`src/hdl/msprfd_pkg.sv`:
```
// ----------------------------------------------------------------------------
// MSP response frame decoder package
// Header bytes, command codes, event kinds and the field layout tables.
// ----------------------------------------------------------------------------
package msprfd_pkg;

  localparam int BUF_BYTES_DEF = 64;

  localparam logic [7:0] HDR_START = 8'h24;
  localparam logic [7:0] HDR_M     = 8'h4D;
  localparam logic [7:0] HDR_DIR   = 8'h3E;

  localparam logic [7:0] CMD_100 = 8'd100;
  localparam logic [7:0] CMD_101 = 8'd101;
  localparam logic [7:0] CMD_102 = 8'd102;
  localparam logic [7:0] CMD_106 = 8'd106;
  localparam logic [7:0] CMD_108 = 8'd108;
  localparam logic [7:0] CMD_109 = 8'd109;
  localparam logic [7:0] CMD_110 = 8'd110;

  localparam logic [1:0] EV_FIELD   = 2'd0;
  localparam logic [1:0] EV_REQUEST = 2'd1;
  localparam logic [1:0] EV_UNSUP   = 2'd2;

  typedef struct packed {
    logic [4:0] off;
    logic [2:0] size;
  } field_desc_t;

  function automatic logic [3:0] layout_count(input logic [7:0] code);
    logic [3:0] n;
    case (code)
      CMD_100: n = 4'd4;
      CMD_101: n = 4'd5;
      CMD_102: n = 4'd9;
      CMD_106: n = 4'd6;
      CMD_108: n = 4'd3;
      CMD_109: n = 4'd2;
      CMD_110: n = 4'd4;
      default: n = 4'd0;
    endcase
    return n;
  endfunction

  function automatic field_desc_t fd(input int o, input int s);
    field_desc_t d;
    d.off  = 5'(o);
    d.size = 3'(s);
    return d;
  endfunction

  function automatic field_desc_t layout_field(input logic [7:0] code,
                                               input logic [3:0] idx);
    field_desc_t d;
    d = fd(0, 1);
    case (code)
      CMD_100: begin
        case (idx)
          4'd0:    d = fd(0, 1);
          4'd1:    d = fd(1, 1);
          4'd2:    d = fd(2, 1);
          default: d = fd(3, 4);
        endcase
      end
      CMD_101: begin
        case (idx)
          4'd0:    d = fd(0, 2);
          4'd1:    d = fd(2, 2);
          4'd2:    d = fd(4, 2);
          4'd3:    d = fd(6, 4);
          default: d = fd(10, 1);
        endcase
      end
      CMD_102: begin
        d.off  = {idx, 1'b0};
        d.size = 3'd2;
      end
      CMD_106: begin
        case (idx)
          4'd0:    d = fd(0, 1);
          4'd1:    d = fd(1, 1);
          4'd2:    d = fd(2, 4);
          4'd3:    d = fd(6, 4);
          4'd4:    d = fd(10, 2);
          default: d = fd(12, 2);
        endcase
      end
      CMD_108: begin
        case (idx)
          4'd0:    d = fd(0, 2);
          4'd1:    d = fd(2, 2);
          default: d = fd(4, 2);
        endcase
      end
      CMD_109: begin
        case (idx)
          4'd0:    d = fd(0, 4);
          default: d = fd(4, 2);
        endcase
      end
      CMD_110: begin
        case (idx)
          4'd0:    d = fd(0, 1);
          4'd1:    d = fd(1, 2);
          4'd2:    d = fd(3, 2);
          default: d = fd(5, 2);
        endcase
      end
      default: d = fd(0, 1);
    endcase
    return d;
  endfunction

endpackage

```
`src/hdl/msprfd_ram.sv`:
```
// ----------------------------------------------------------------------------
// MSP response frame decoder RAM
// Simple dual-port RAM, one write and one registered read port.
// ----------------------------------------------------------------------------
module msprfd_ram #(
  parameter int WIDTH = 8,
  parameter int DEPTH = 64
) (
  input  logic                     clk,
  input  logic                     we,
  input  logic [$clog2(DEPTH)-1:0] waddr,
  input  logic [WIDTH-1:0]         wdata,
  input  logic                     re,
  input  logic [$clog2(DEPTH)-1:0] raddr,
  output logic [WIDTH-1:0]         rdata
);

  logic [WIDTH-1:0] mem [DEPTH];
  logic [WIDTH-1:0] rdata_r;

  always_ff @(posedge clk) begin
    if (we) begin
      mem[waddr] <= wdata;
    end
    if (re) begin
      rdata_r <= mem[raddr];
    end
  end

  assign rdata = rdata_r;

endmodule

```
`src/hdl/msp_response_frame_decoder_top.sv`:
```
// ----------------------------------------------------------------------------
// MSP response frame decoder
// Hunts for '$','M','>' response headers, buffers the payload and decodes
// the fields of known commands into little-endian values.
// ----------------------------------------------------------------------------
// Sequence: for a field frame each field is read byte by byte from the buffer,
//   captured and then emitted; request/unsupported events go straight to emit.
// Throughput: one byte per cycle while receiving; after a completed frame
//   input stalls until every field has been read, captured and emitted.
// Reset: hunt state, length and command clear; the payload buffer is not
//   cleared, bytes past the received length read as zero.
module msp_response_frame_decoder_top #(
  parameter int BUF_BYTES = msprfd_pkg::BUF_BYTES_DEF
) (
  input  logic        clk,
  input  logic        rst_n,
  input  logic        in_tvalid,
  output logic        in_tready,
  input  logic [7:0]  in_tdata,    // [7:0] data_byte
  output logic        out_tvalid,
  input  logic        out_tready,
  output logic [47:0] out_tdata,   // [7:0] command_code, [11:8] field_index,
                                   // [43:12] field_value, [47:44] zero
  output logic [1:0]  out_tuser,   // [1:0] event_kind
  output logic        out_tlast    // last_of_frame
);

  import msprfd_pkg::*;

  localparam int AW = $clog2(BUF_BYTES);

  localparam logic [1:0] ST_RX   = 2'd0;
  localparam logic [1:0] ST_RD   = 2'd1;
  localparam logic [1:0] ST_CAP  = 2'd2;
  localparam logic [1:0] ST_EMIT = 2'd3;

  logic [1:0]    st_r, st_nxt;
  logic [AW-1:0] pos_r, pos_nxt;
  logic [7:0]    len_r, len_nxt;
  logic [7:0]    cmd_r, cmd_nxt;
  logic [1:0]    kind_r, kind_nxt;
  logic [3:0]    cnt_r, cnt_nxt;
  logic [3:0]    fidx_r, fidx_nxt;
  logic [1:0]    bidx_r, bidx_nxt;
  logic [31:0]   acc_r, acc_nxt;
  logic          byte_ok_r, byte_ok_nxt;

  logic          out_valid_r, out_valid_nxt;
  logic [1:0]    out_kind_r, out_kind_nxt;
  logic [7:0]    out_cmd_r, out_cmd_nxt;
  logic [3:0]    out_idx_r, out_idx_nxt;
  logic [31:0]   out_val_r, out_val_nxt;
  logic          out_last_r, out_last_nxt;

  logic          in_acc;
  logic          done;
  logic          ram_we, ram_re;
  logic [AW-1:0] ram_waddr, ram_raddr;
  logic [7:0]    ram_rdata;
  logic [7:0]    cap_byte;
  logic [31:0]   fld_val;
  logic          out_free;
  logic          last_fld;
  field_desc_t   lf;

  assign in_tready = (st_r == ST_RX);
  assign in_acc    = in_tvalid && in_tready;
  assign lf        = layout_field(cmd_r, fidx_r);
  assign done      = (pos_r >= AW'(4)) && (9'(pos_r) == 9'(len_r) + 9'd4);
  assign out_free  = !out_valid_r || out_tready;
  assign last_fld  = (kind_r != EV_FIELD) || (fidx_r + 4'd1 == cnt_r);

  assign ram_we    = in_acc && (pos_r >= AW'(5));
  assign ram_waddr = pos_r - AW'(5);
  assign ram_re    = (st_r == ST_RD);
  assign ram_raddr = AW'(lf.off) + AW'(bidx_r);
  assign cap_byte  = byte_ok_r ? ram_rdata : 8'd0;
  assign fld_val   = (lf.size == 3'd2) ? {{16{acc_r[15]}}, acc_r[15:0]} : acc_r;

  msprfd_ram #(
    .WIDTH (8),
    .DEPTH (BUF_BYTES)
  ) u_buf (
    .clk   (clk),
    .we    (ram_we),
    .waddr (ram_waddr),
    .wdata (in_tdata),
    .re    (ram_re),
    .raddr (ram_raddr),
    .rdata (ram_rdata)
  );

  always_comb begin
    st_nxt        = st_r;
    pos_nxt       = pos_r;
    len_nxt       = len_r;
    cmd_nxt       = cmd_r;
    kind_nxt      = kind_r;
    cnt_nxt       = cnt_r;
    fidx_nxt      = fidx_r;
    bidx_nxt      = bidx_r;
    acc_nxt       = acc_r;
    byte_ok_nxt   = byte_ok_r;
    out_valid_nxt = out_valid_r && !out_tready;
    out_kind_nxt  = out_kind_r;
    out_cmd_nxt   = out_cmd_r;
    out_idx_nxt   = out_idx_r;
    out_val_nxt   = out_val_r;
    out_last_nxt  = out_last_r;

    case (st_r)
      ST_RX: begin
        if (in_acc) begin
          if (pos_r == AW'(0)) begin
            if (in_tdata == HDR_START) pos_nxt = AW'(1);
          end else if (pos_r == AW'(1)) begin
            pos_nxt = (in_tdata == HDR_M) ? AW'(2) : AW'(0);
          end else if (pos_r == AW'(2)) begin
            pos_nxt = (in_tdata == HDR_DIR) ? AW'(3) : AW'(0);
          end else if (pos_r == AW'(3)) begin
            len_nxt = in_tdata;
            pos_nxt = ((9'(in_tdata) + 9'd5) > 9'(BUF_BYTES)) ? AW'(0) : AW'(4);
          end else begin
            if (pos_r == AW'(4)) cmd_nxt = in_tdata;
            if (done) begin
              pos_nxt  = AW'(0);
              fidx_nxt = 4'd0;
              bidx_nxt = 2'd0;
              acc_nxt  = 32'd0;
              cnt_nxt  = layout_count(cmd_r);
              if (len_r == 8'd0) begin
                kind_nxt = EV_REQUEST;
                st_nxt   = ST_EMIT;
              end else if (layout_count(cmd_r) == 4'd0) begin
                kind_nxt = EV_UNSUP;
                st_nxt   = ST_EMIT;
              end else begin
                kind_nxt = EV_FIELD;
                st_nxt   = ST_RD;
              end
            end else begin
              pos_nxt = pos_r + AW'(1);
            end
          end
        end
      end
      ST_RD: begin
        byte_ok_nxt = (9'(lf.off) + 9'(bidx_r)) < 9'(len_r);
        st_nxt      = ST_CAP;
      end
      ST_CAP: begin
        acc_nxt = acc_r | (32'(cap_byte) << {bidx_r, 3'b000});
        if (3'(bidx_r) + 3'd1 == lf.size) begin
          st_nxt = ST_EMIT;
        end else begin
          bidx_nxt = bidx_r + 2'd1;
          st_nxt   = ST_RD;
        end
      end
      ST_EMIT: begin
        if (out_free) begin
          out_valid_nxt = 1'b1;
          out_kind_nxt  = kind_r;
          out_cmd_nxt   = cmd_r;
          out_idx_nxt   = (kind_r == EV_FIELD) ? fidx_r : 4'd0;
          out_val_nxt   = (kind_r == EV_FIELD) ? fld_val : 32'd0;
          out_last_nxt  = last_fld;
          if (last_fld) begin
            st_nxt = ST_RX;
          end else begin
            fidx_nxt = fidx_r + 4'd1;
            bidx_nxt = 2'd0;
            acc_nxt  = 32'd0;
            st_nxt   = ST_RD;
          end
        end
      end
      default: st_nxt = ST_RX;
    endcase
  end

  always_ff @(posedge clk) begin
    if (!rst_n) begin
      st_r        <= ST_RX;
      pos_r       <= '0;
      len_r       <= '0;
      cmd_r       <= '0;
      kind_r      <= EV_FIELD;
      cnt_r       <= '0;
      fidx_r      <= '0;
      bidx_r      <= '0;
      out_valid_r <= 1'b0;
    end else begin
      st_r        <= st_nxt;
      pos_r       <= pos_nxt;
      len_r       <= len_nxt;
      cmd_r       <= cmd_nxt;
      kind_r      <= kind_nxt;
      cnt_r       <= cnt_nxt;
      fidx_r      <= fidx_nxt;
      bidx_r      <= bidx_nxt;
      out_valid_r <= out_valid_nxt;
    end
  end

  always_ff @(posedge clk) begin
    acc_r      <= acc_nxt;
    byte_ok_r  <= byte_ok_nxt;
    out_kind_r <= out_kind_nxt;
    out_cmd_r  <= out_cmd_nxt;
    out_idx_r  <= out_idx_nxt;
    out_val_r  <= out_val_nxt;
    out_last_r <= out_last_nxt;
  end

  assign out_tvalid = out_valid_r;
  assign out_tdata  = {4'd0, out_val_r, out_idx_r, out_cmd_r};
  assign out_tuser  = out_kind_r;
  assign out_tlast  = out_last_r;

  a_pos_bound: assert property (@(posedge clk) disable iff (!rst_n)
    (pos_r >= AW'(5)) |-> (9'(pos_r) <= 9'(len_r) + 9'd4))
    else $error("byte position past end of frame");

  a_done_leaves_rx: assert property (@(posedge clk) disable iff (!rst_n)
    (in_acc && done && pos_r >= AW'(4)) |=> (st_r != ST_RX))
    else $error("completed frame did not start emission");

  a_field_idx: assert property (@(posedge clk) disable iff (!rst_n)
    (st_r == ST_EMIT && kind_r == EV_FIELD) |-> (fidx_r < cnt_r))
    else $error("field index beyond layout");

  a_no_write_in_fetch: assert property (@(posedge clk) disable iff (!rst_n)
    (st_r == ST_RD || st_r == ST_CAP) |-> !ram_we)
    else $error("buffer written during field fetch");

endmodule

```
`config.mk`:
```
export PLATFORM = sky130hd
export DESIGN_NAME = msp_response_frame_decoder_top
export DESIGN_NICKNAME = d
export VERILOG_FILES = /design/src/hdl/msprfd_pkg.sv /design/src/hdl/msprfd_ram.sv /design/src/hdl/msp_response_frame_decoder_top.sv
export SDC_FILE = /design/constraint.sdc
export NUM_CORES = 1
export LEC_CHECK = 0
export BUFFER_PORTS_ARGS = -buffer_cell sky130_fd_sc_hd__buf_2
export CAP_MARGIN = 25
export CORE_ASPECT_RATIO = 0.6
export CORE_UTILIZATION = 45
export CTS_CLUSTER_SIZE = 12
export DETAILED_ROUTE_END_ITERATION = 6
export RECOVER_POWER = 50
export SKIP_LAST_GASP = 1
export SLEW_MARGIN = 10
export SYNTH_ARGS = -nofsm -noshare
export SYNTH_HDL_FRONTEND = slang
export SYNTH_HIERARCHICAL = 1
export SYNTH_SLANG_ARGS = --single-unit
```
`constraint.sdc`:
```
create_clock -name clk -period 5.61 [get_ports clk]
set_input_delay 0.561 -clock clk [delete_from_list [all_inputs] [get_ports clk]]
set_output_delay 0.561 -clock clk [all_outputs]
set_load 0.01 [all_outputs]
```
==> impl_metrics.csv, run 1 <==
group,metric,value,unit
sta,tightest_slew,3.60,ns
power_and_ir_drop,p_leak,8.96,nW
synth,synth_enable_flop_cells,600,
clock_tree,cts_max_level,2,
final_layout,stdcell_area,29300,µm²
route,drc,9,
clock_tree,cts_tree,"yes",
place,place_congestion,0.948,
route,first_pass_iters,7,
clock_tree,cts-root-buf,"clkbuf_16",
route,viasPerCell,6.18,
synth,synth_cell_types,88,
synth,synth.area.top_cells,"edfxtp_1 (68%), mux4_2 (11%), dfxtp_1 (2.8%)",
route,drtAntennaViolNets,0,
global_routing,grt_pass1_vias,13900,
synth,yosysSeqAreaShare,70.6,%
global_routing,grt_overflow,0,
synth,synth_seq_cells,637,
floorplan,die_h,190,µm
synth,synth.most_common_cell,"edfxtp_1",
clock_tree,cts.reportedPaths.clkPinSlew,0.06,ns
final_layout,utilization,50.5,%
worst_setup_path,critPathKind,"register to register",
final_layout,syn_to_final_growth,10.1,%
sta,hold_viol,0,
synth,syn_area,26600,µm²
route,wirelength,68.3,mm
worst_setup_path,path_max_fanout,23,
sta,min_period,4.92,ns
sta,clock.fmax,0.203,GHz
run,cap_violations,9,
sta,rsz0062_at_grt,"no",
place,placedCellCount,2348,
worst_setup_path,cp.required,6.06,ns
worst_setup_path,end_kind,"register",
min_path,min_path_type,"input port to register",
floorplan,initial_core_util,45.9,%
synth,ys.flop_type,"edfxtp_1",
synth,netlist_top_cells_count,"edfxtp_1 (600), nor2_1 (149), mux4_2 (124)",
sta,clock_skew,0.0315,ns
floorplan,die_w,316,µm
global_routing,grt_usage,22.8,%
synth,post_synth.cell_area_avg,16.9,µm²
run_status,violations,"DRC, capacitance limit, slew limit",
route,routed-via-count,15100,
clock_tree,postCtsSetupRepairBufs,0,
sta,finalSetupViolations,0,
synth,yosys_warnings,6,
floorplan,dieArea,60100,µm²
route,wire_per_inst,28.0,µm
final_layout,diodes,0,
global_routing,grt_antenna_before_repair,2,
synth,synth_cells,1575,
clock_tree,clock_path_buffers,3,
floorplan,io_pins,65,
power_and_ir_drop,ir_drop,270,µV
clock_tree,cts_sinks,637,
clock_tree,holdBufCountCts,0,
floorplan,std_cell_rows,68,
route,dr.first_iter.drc_count,1838,
clock_tree,clock_latency,0.63,ns
final_layout,fill_cells,4724,
power_and_ir_drop,p_per_area,305,nW/µm²
clock_tree,cts_made_buffers,60,
synth,yosys.area.top_type,"edfxtp_1",
final_layout,drive_gt1_share,15.6,%
final_layout,fin_nets,1677,
clock_tree,cts_resized,0,
global_routing,grt_pass1_wl,98.2,mm
worst_setup_path,cp.arrival,5.37,ns
sta,slew_headroom,-140,%
sta,slew_violations,488,
place,io_buffers,60,
synth,synth_top_area_share,67.8,%
synth,async_flop_share,0,%
run_status,status,"finished with violations",
place,placed_cell_area,27700,µm²
sta,setup-tns-final,0,ns
worst_setup_path,cp-start-kind,"register",
place,dp_hpwl,46.2,mm
global_routing,grt_max_degree,69,
final_layout,instances_no_fill,2436,
floorplan,core,57900,µm²
sta,fin_crit_sh,87.7,%
==> cells by family after synthesis <==
group           count (synthesis)  synth area share, %
mux                           163                 12.0
buf+inv                       126                 2.53
flops                         637                 70.6
fa+ha+maj                      20                0.970
compound gates                210                 5.49
other cells                     1               0.0141
xor+xnor                       25                0.824
simple gates                  393                 7.63
==> stage by stage <==
stage               setup slack, ns  hold slack, ns  total power [mW]
global route                  0.423           0.253              9.17
detailed placement            0.757           0.475              5.38
finish                        0.692           0.250              8.92
floorplan                      1.49           0.424              5.30
global placement              0.945           0.466              5.38
CTS                           0.721           0.219              9.00
==> cell type report <==
cell class	instances	area (µm²)	share of cell area [%]
Timing Repair Buffer	103	566	1.93
Clock buffer	75	1560	5.32
Sequential cell	637	18800	64.1
Tap cell	770	963	3.29
Clock inverter	8	92.6	0.316
Inverter	28	108	0.368
Multi-Input combinational cell	815	7220	24.7
==> routing by layer <==
metal  vias up  global-route usage (%)  wire length [µm]
met3        76                    8.25              8670
met2       780                    27.9             26000
li1       6352                       -                 -
met5         -                       0                13
met4         2                    4.01               971
met1      7851                    38.0             32600
==> worst max-delay path: stages (launching register included) <==
cell and delay (ns):
dfxtp_1 0.42, inv_1 0.11, ha_1 0.34, or3_1 0.51, nand2_1 0.12, a21oi_1 0.05
o22ai_1 0.22, ha_4 0.17, inv_1 0.05, fa_1 0.47, nor3_1 0.39, xnor2_2 0.27
buf_4 0.41, nor2b_1 0.17, nand2_1 0.19, o22ai_1 0.12, or4_1 0.54, o211ai_1 0.18
==> placed cells by master (no fill, tap or decap), types with 7 or more instances in the layout <==
cell type	synthesis	final
nand2b_1	30	30
o22ai_1	23	23
dfxtp_1	37	37
nor2b_1	35	35
inv_1	26	25
edfxtp_1	600	600
nor2_1	149	148
a22oi_1	9	9
nand4_1	10	10
and2_1	20	13
xnor2_1	14	12
o221ai_1	8	8
o21ai_0	27	27
xor2_1	11	10
nand2_1	41	41
nand3_1	31	31
mux4_2	124	124
mux2i_1	38	38
nor3_1	15	15
nor4_1	9	8
clkbuf_1	44	84
and2_0	0	7
ha_1	19	18
a21oi_1	39	39
a31oi_1	44	44
clkbuf_16	0	60
or2_2	9	8
buf_4	13	24
nand3b_1	8	8
==> final timing paths <==
path	slack, ns	end	cells past startpoint	startpoint
min	0.25	out_tvalid$_SDFF_PN0_	3	out_tready
max	0.69	u_buf/rdata[1]$_DFFE_PP_	17	fidx_r[1]$_SDFFE_PN0P_
min reg2reg	0.49	out_cmd_r[5]$_DFFE_PP_	0	cmd_r[5]$_SDFFE_PN0P_
max reg2reg	0.69	u_buf/rdata[1]$_DFFE_PP_	17	fidx_r[1]$_SDFFE_PN0P_
==> report_power, final <==
| group | switching [mW] | leakage [nW] | internal (mW) |
|---|---|---|---|
| Combinational | 0.0838 | 2.49 | 0.00695 |
| Clock | 1.66 | 0.803 | 1.97 |
| Sequential | 0.0000993 | 5.67 | 5.19 |
| Total | 1.75 | 8.96 | 7.17 |
==> sequential cells by signal, summed over array words and instances, names as in the netlist <==
name / count
u_buf/mem: 512
acc_r: 32
out_val_r: 32
cmd_r: 8
len_r: 8
out_cmd_r: 8
u_buf/rdata: 8
pos_r: 6
cnt_r: 4
fidx_r: 4
out_idx_r: 4
bidx_r: 2
kind_r: 2
out_tuser: 2
st_r: 2
byte_ok_r: 1
out_tlast: 1
out_tvalid: 1
Power figures use the tool's default switching activity.
==> run 2: changes to the inputs <==
--- a/config.mk
+++ b/config.mk
@@ -7,10 +7,13 @@
 export LEC_CHECK = 0
 export BUFFER_PORTS_ARGS = -buffer_cell sky130_fd_sc_hd__buf_2
 export CAP_MARGIN = 25
+export CELL_PAD_IN_SITES_DETAIL_PLACEMENT = 1
+export CELL_PAD_IN_SITES_GLOBAL_PLACEMENT = 2
 export CORE_ASPECT_RATIO = 0.6
 export CORE_UTILIZATION = 45
 export CTS_CLUSTER_SIZE = 12
 export DETAILED_ROUTE_END_ITERATION = 6
+export PLACE_DENSITY_LB_ADDON = 0.1
 export RECOVER_POWER = 50
 export SKIP_LAST_GASP = 1
 export SLEW_MARGIN = 10
==> impl_metrics.csv, run 2 (synthesis results as in run 1) <==
group,metric,value,unit
run_status,violations,"capacitance limit, slew limit",
route,wirelength,74.5,mm
final_layout,syn_to_final_growth,11.2,%
clock_tree,cts_tree,"yes",
final_layout,final_cell_mix,"edfxtp_1 (600), nor2_1 (148), mux4_2 (124)",
sta,slew_headroom,-107,%
global_routing,grt_overflow,0,
worst_setup_path,cp.required,6.11,ns
power_and_ir_drop,total_power,9.06,mW
sta,slew_violations,519,
place,post-place-ws,0.588,ns
clock_tree,cts-root-buf,"clkbuf_16",
sta,finalSetupViolations,0,
place,io_buffers,60,
power_and_ir_drop,ir_drop,284,µV
worst_setup_path,rrSetupSlack,0.45,ns
global_routing,grt_usage,25.3,%
global_routing,grt_max_degree,64,
final_layout,regArea,18800,µm²
sta,clock.fmax,0.194,GHz
min_path,worstHoldStart,"out_tready",
floorplan,dieArea,60100,µm²
run_status,status,"finished with violations",
worst_setup_path,r2r_start,"fidx_r[1]$_SDFFE_PN0P_",
clock_tree,postCtsSetupRepairBufs,0,
sta,fin_crit_sh,92.0,%
floorplan,initial_core_util,45.9,%
final_layout,top_regs,"u_buf/mem (512), acc_r (32), out_val_r (32)",
worst_setup_path,cp.arrival,5.66,ns
sta,rsz0062_at_grt,"no",
route,routed-via-count,15200,
min_path,whs_path_depth,3,
sta,clock_skew,0.0232,ns
final_layout,multiInputGateArea,7230,µm²
final_layout,instances_no_fill,2460,
clock_tree,cts_made_buffers,61,
floorplan,io_pins,65,
clock_tree,clock_latency,0.64,ns
floorplan,core,57900,µm²
final_layout,largest_reg_flops,512,
worst_setup_path,path_max_fanout,12,
worst_setup_path,path_delay_family,"compound AO/OA/AOI/OAI gates",
min_path,hold-path-endpoint,"out_tvalid$_SDFF_PN0_",
clock_tree,holdBufCountCts,0,
place,place_congestion,0.892,
sta,min_period,5.16,ns
worst_setup_path,timing.rr.end,"u_buf/rdata[6]$_DFFE_PP_",
sta,tightest_slew,3.11,ns
clock_tree,cts_sinks,637,
route,first_pass_iters,7,
clock_tree,cts_resized,0,
final_layout,drive_gt1_share,16.3,%
sta,setup-tns-final,0,ns
place,dp_hpwl,51.2,mm
worst_setup_path,end_kind,"register",
sta,worst_hold_slack,0.257,ns
floorplan,die_w,316,µm
clock_tree,cts.reportedPaths.clkPinSlew,0.06,ns
sta,worst_slack,0.451,ns
worst_setup_path,crit_buf_inv,3,
min_path,min_path_type,"input port to register",
run,cap_violations,12,
floorplan,die_h,190,µm
worst_setup_path,reg2reg_depth,17,
sta,hold_viol,0,
route,dr.first_iter.drc_count,1846,
clock_tree,clock_path_buffers,3,
route,drc,0,
worst_setup_path,critPathKind,"register to register",
clock_tree,cts_max_level,2,
worst_setup_path,crit_chain,"inv_1 > ha_1 > or3_1 > nand2_1 > o311a_1 > o21bai_1 > and3_1 > inv_1 > ha_1 > a21oi_1 > nor2_1 > xnor2_2 > clkinv_1 > nand2_1 > o22ai_1 > o21ai_0 > a22o_1",
global_routing,grt_pass1_vias,14700,
power_and_ir_drop,p_per_area,307,nW/µm²
power_and_ir_drop,p_leak,9.10,nW
global_routing,grt_antenna_before_repair,3,
worst_setup_path,cp-start-kind,"register",
route,wire_per_inst,30.3,µm
route,viasPerCell,6.17,
global_routing,grt_pass1_wl,108,mm
floorplan,std_cell_rows,68,
final_layout,largest_register,"u_buf/mem",
final_layout,diodes,0,
final_layout,fill_cells,5373,
worst_setup_path,slowest_stage,"xnor2_2",
final_layout,layout_commonest_cell,"edfxtp_1",
final_layout,fin_nets,1695,
place,placedCellCount,2366,
worst_setup_path,slowest_delay,0.65,ns
route,drtAntennaViolNets,0,
-- run 2: changes by cell type in the layout (fill, tap and decap cells not counted), moves of 3 or more --
| cell | change |
|---|---|
| clkbuf_1 | +4 |
| clkbuf_16 | +3 |
| buf_4 | +8 |
| clkinv_1 | +5 |
| and2_1 | -5 |
| and2_0 | +5 |
-- run 2: area by class of cell --
| type | count | area share, % |
|---|---|---|
| Clock inverter | 10 | 0.313 |
| Tap cell | 770 | 3.26 |
| Sequential cell | 637 | 63.5 |
| Inverter | 28 | 0.364 |
| Clock buffer | 80 | 5.59 |
| Timing Repair Buffer | 120 | 2.52 |
| Multi-Input combinational cell | 815 | 24.5 |
-- run 2: worst min-delay path: cells and delay by family --
family | cells | cell delay (ns)
buffers and inverters | 1 | 0.09
AO/OA/AOI/OAI | 1 | 0.07
AND/OR/NAND/NOR | 1 | 0.12
-- run 2: per-layer routing --
| metal | track usage, % | wire (µm) |
|---|---|---|
| met1 | 44.6 | 39000 |
| met5 | 0 | 0 |
| met2 | 31.4 | 28400 |
| met4 | 4.09 | 811 |
| met3 | 5.02 | 6320 |
-- run 2: through the flow --
step	utilization, %	instance area (µm²)
after global routing	51.0	29500
after floorplan	-	26600
after CTS	51.2	29700
after global placement	48.0	27800
final	51.0	29500
after detailed placement	48.2	27900
-- run 2: power breakdown --
part	internal (mW)	total, mW	switching (mW)
clock network	2.08	3.78	1.70
registers	5.19	5.19	0.0000987
logic	0.00764	0.0981	0.0905
total	7.27	9.06	1.79
-- run 2: worst max path at each step --
stage	to	start	cells after the start
3_3_place_gp	u_buf/rdata[4]$_DFFE_PP_	fidx_r[0]$_SDFFE_PN0P_	16
5_1_grt	u_buf/rdata[4]$_DFFE_PP_	fidx_r[0]$_SDFFE_PN0P_	16
2_1_floorplan	u_buf/rdata[2]$_DFFE_PP_	fidx_r[0]$_SDFFE_PN0P_	15
4_1_cts	u_buf/rdata[6]$_DFFE_PP_	fidx_r[0]$_SDFFE_PN0P_	16
6_report	u_buf/rdata[6]$_DFFE_PP_	fidx_r[1]$_SDFFE_PN0P_	17
3_5_place_dp	u_buf/rdata[6]$_DFFE_PP_	fidx_r[0]$_SDFFE_PN0P_	16
==> run 3: changes to the inputs <==
--- a/config.mk
+++ b/config.mk
@@ -11,10 +11,12 @@
 export CELL_PAD_IN_SITES_GLOBAL_PLACEMENT = 2
 export CORE_ASPECT_RATIO = 0.6
 export CORE_UTILIZATION = 45
+export CTS_CLUSTER_DIAMETER = 150
 export CTS_CLUSTER_SIZE = 12
 export DETAILED_ROUTE_END_ITERATION = 6
 export PLACE_DENSITY_LB_ADDON = 0.1
 export RECOVER_POWER = 50
+export SETUP_SLACK_MARGIN = 0.5
 export SKIP_LAST_GASP = 1
 export SLEW_MARGIN = 10
 export SYNTH_ARGS = -nofsm -noshare
==> impl_metrics.csv, run 3 (synthesis results as in run 1) <==
group,metric,value,unit
global_routing,grt_pass1_wl,108,mm
floorplan,die_w,316,µm
route,drtAntennaViolNets,0,
route,wire_per_inst,30.5,µm
clock_tree,cts.reportedPaths.clkPinSlew,0.07,ns
worst_setup_path,cp.arrival,5.26,ns
power_and_ir_drop,total_power,8.89,mW
clock_tree,cts-root-buf,"clkbuf_16",
place,place_congestion,0.892,
sta,rsz0062_at_grt,"no",
final_layout,top_regs,"u_buf/mem (512), acc_r (32), out_val_r (32)",
sta,tightest_slew,3.07,ns
global_routing,grt_max_degree,64,
final_layout,diodes,0,
clock_tree,cts_sinks,637,
place,dp_hpwl,51.2,mm
min_path,min_path_type,"input port to register",
route,wirelength,74.7,mm
clock_tree,clock_latency,0.66,ns
route,first_pass_iters,5,
sta,hold_viol,0,
clock_tree,cts_tree,"yes",
final_layout,utilization,50.9,%
route,viasPerCell,6.20,
global_routing,grt_antenna_before_repair,4,
run_status,status,"finished with violations",
clock_tree,cts_made_buffers,59,
floorplan,die_h,190,µm
sta,worst_hold_slack,0.229,ns
global_routing,grt_overflow,0,
final_layout,largest_reg_flops,512,
final_layout,drive_gt1_share,16.8,%
floorplan,std_cell_rows,68,
worst_setup_path,cp-start-kind,"register",
floorplan,core,57900,µm²
sta,worst_slack,0.837,ns
route,drc,0,
worst_setup_path,end_kind,"register",
sta,clock.fmax,0.210,GHz
worst_setup_path,cp.required,6.10,ns
power_and_ir_drop,p_leak,9.05,nW
route,dr.first_iter.drc_count,1989,
worst_setup_path,path_max_fanout,12,
sta,clock_skew,0.0528,ns
sta,slew_headroom,-105,%
floorplan,dieArea,60100,µm²
sta,fin_crit_sh,85.1,%
global_routing,grt_pass1_vias,14800,
run,cap_violations,12,
sta,min_period,4.77,ns
place,io_buffers,60,
sta,setup-tns-final,0,ns
power_and_ir_drop,ir_drop,223,µV
final_layout,syn_to_final_growth,10.9,%
final_layout,largest_register,"u_buf/mem",
worst_setup_path,critPathKind,"register to register",
final_layout,final_cell_mix,"edfxtp_1 (600), nor2_1 (148), mux4_2 (124)",
route,routed-via-count,15200,
clock_tree,holdBufCountCts,0,
sta,slew_violations,519,
final_layout,layout_commonest_cell,"edfxtp_1",
floorplan,initial_core_util,45.9,%
clock_tree,clock_path_buffers,3,
floorplan,io_pins,65,
sta,finalSetupViolations,0,
run_status,violations,"capacitance limit, slew limit",
power_and_ir_drop,p_per_area,302,nW/µm²
place,post-place-ws,0.588,ns
final_layout,fin_nets,1696,
clock_tree,cts_max_level,2,
global_routing,grt_usage,25.4,%
==> run 3: changes by cell type in the layout (fill, tap and decap cells not counted), moves of 3 or more <==
cell,before,now
clkinv_1,9,1
o22ai_2,0,3
clkbuf_1,88,85
o22ai_1,23,20
clkbuf_16,63,59
buf_4,32,35
==> run 3: layer usage <==
layer | track usage [%] | vias up | part of all wire, %
met4 | 4.44 | 0 | 1.4
met2 | 31.2 | 516 | 38
met1 | 44.9 | 8203 | 52
met5 | 0 | - | 0
li1 | - | 6384 | -
met3 | 5.05 | 79 | 8.4
==> run 3: layout make-up <==
cell class | count | area, µm²
Multi-Input combinational cell | 815 | 7270
Clock buffer | 72 | 1530
Clock inverter | 4 | 77.6
Tap cell | 770 | 963
Fill cell | 5384 | 28500
Inverter | 28 | 111
Sequential cell | 637 | 18800
Timing Repair Buffer | 123 | 767
==> run 3: path summary, 6_finish.rpt <==
path | slack (ns) | to | depth (start not counted) | from
worst min register to register | 0.50 | out_cmd_r[5]$_DFFE_PP_ | 0 | cmd_r[5]$_SDFFE_PN0P_
worst max register to register | 0.84 | u_buf/rdata[6]$_DFFE_PP_ | 17 | fidx_r[0]$_SDFFE_PN0P_
worst min-delay path | 0.23 | out_tvalid$_SDFF_PN0_ | 3 | out_tready
worst max-delay path | 0.84 | u_buf/rdata[6]$_DFFE_PP_ | 17 | fidx_r[0]$_SDFFE_PN0P_
==> run 3: where the power goes <==
| part | internal [mW] | switching [mW] | total (mW) | leakage, nW |
|---|---|---|---|---|
| logic | 0.00764 | 0.0910 | 0.0986 | 2.60 |
| clock network | 1.90 | 1.70 | 3.60 | 0.777 |
| registers | 5.19 | 0.0000972 | 5.19 | 5.67 |
==> run 3: through the flow <==
| step | instances | area, µm² |
|---|---|---|
| global placement | 2361 | 27800 |
| global route | 2449 | 29500 |
| CTS | 2442 | 29500 |
| finish | 2449 | 29500 |
| floorplan | 1578 | 26600 |
| detailed placement | 2366 | 27900 |
==> run 3: timing repair <==
item / CTS / global route
gates resized for setup: 0 / 8
buffers inserted: 0 / 3
endpoints found under the setup margin: 0 / 8
==> run 3: critical path: stages (launching register included) <==
cell        delay [ns]
dfxtp_1           0.38
inv_1             0.17
ha_1              0.39
or3_1             0.26
nand2_1           0.10
o311a_1           0.31
o21bai_1          0.11
and3_1            0.24
inv_1             0.07
ha_1              0.27
a21oi_1           0.22
nor2_1            0.15
xnor2_4           0.44
clkinvlp_4        0.37
nand2_1           0.30
o22ai_1           0.14
o21ai_0           0.45
a22o_1            0.22
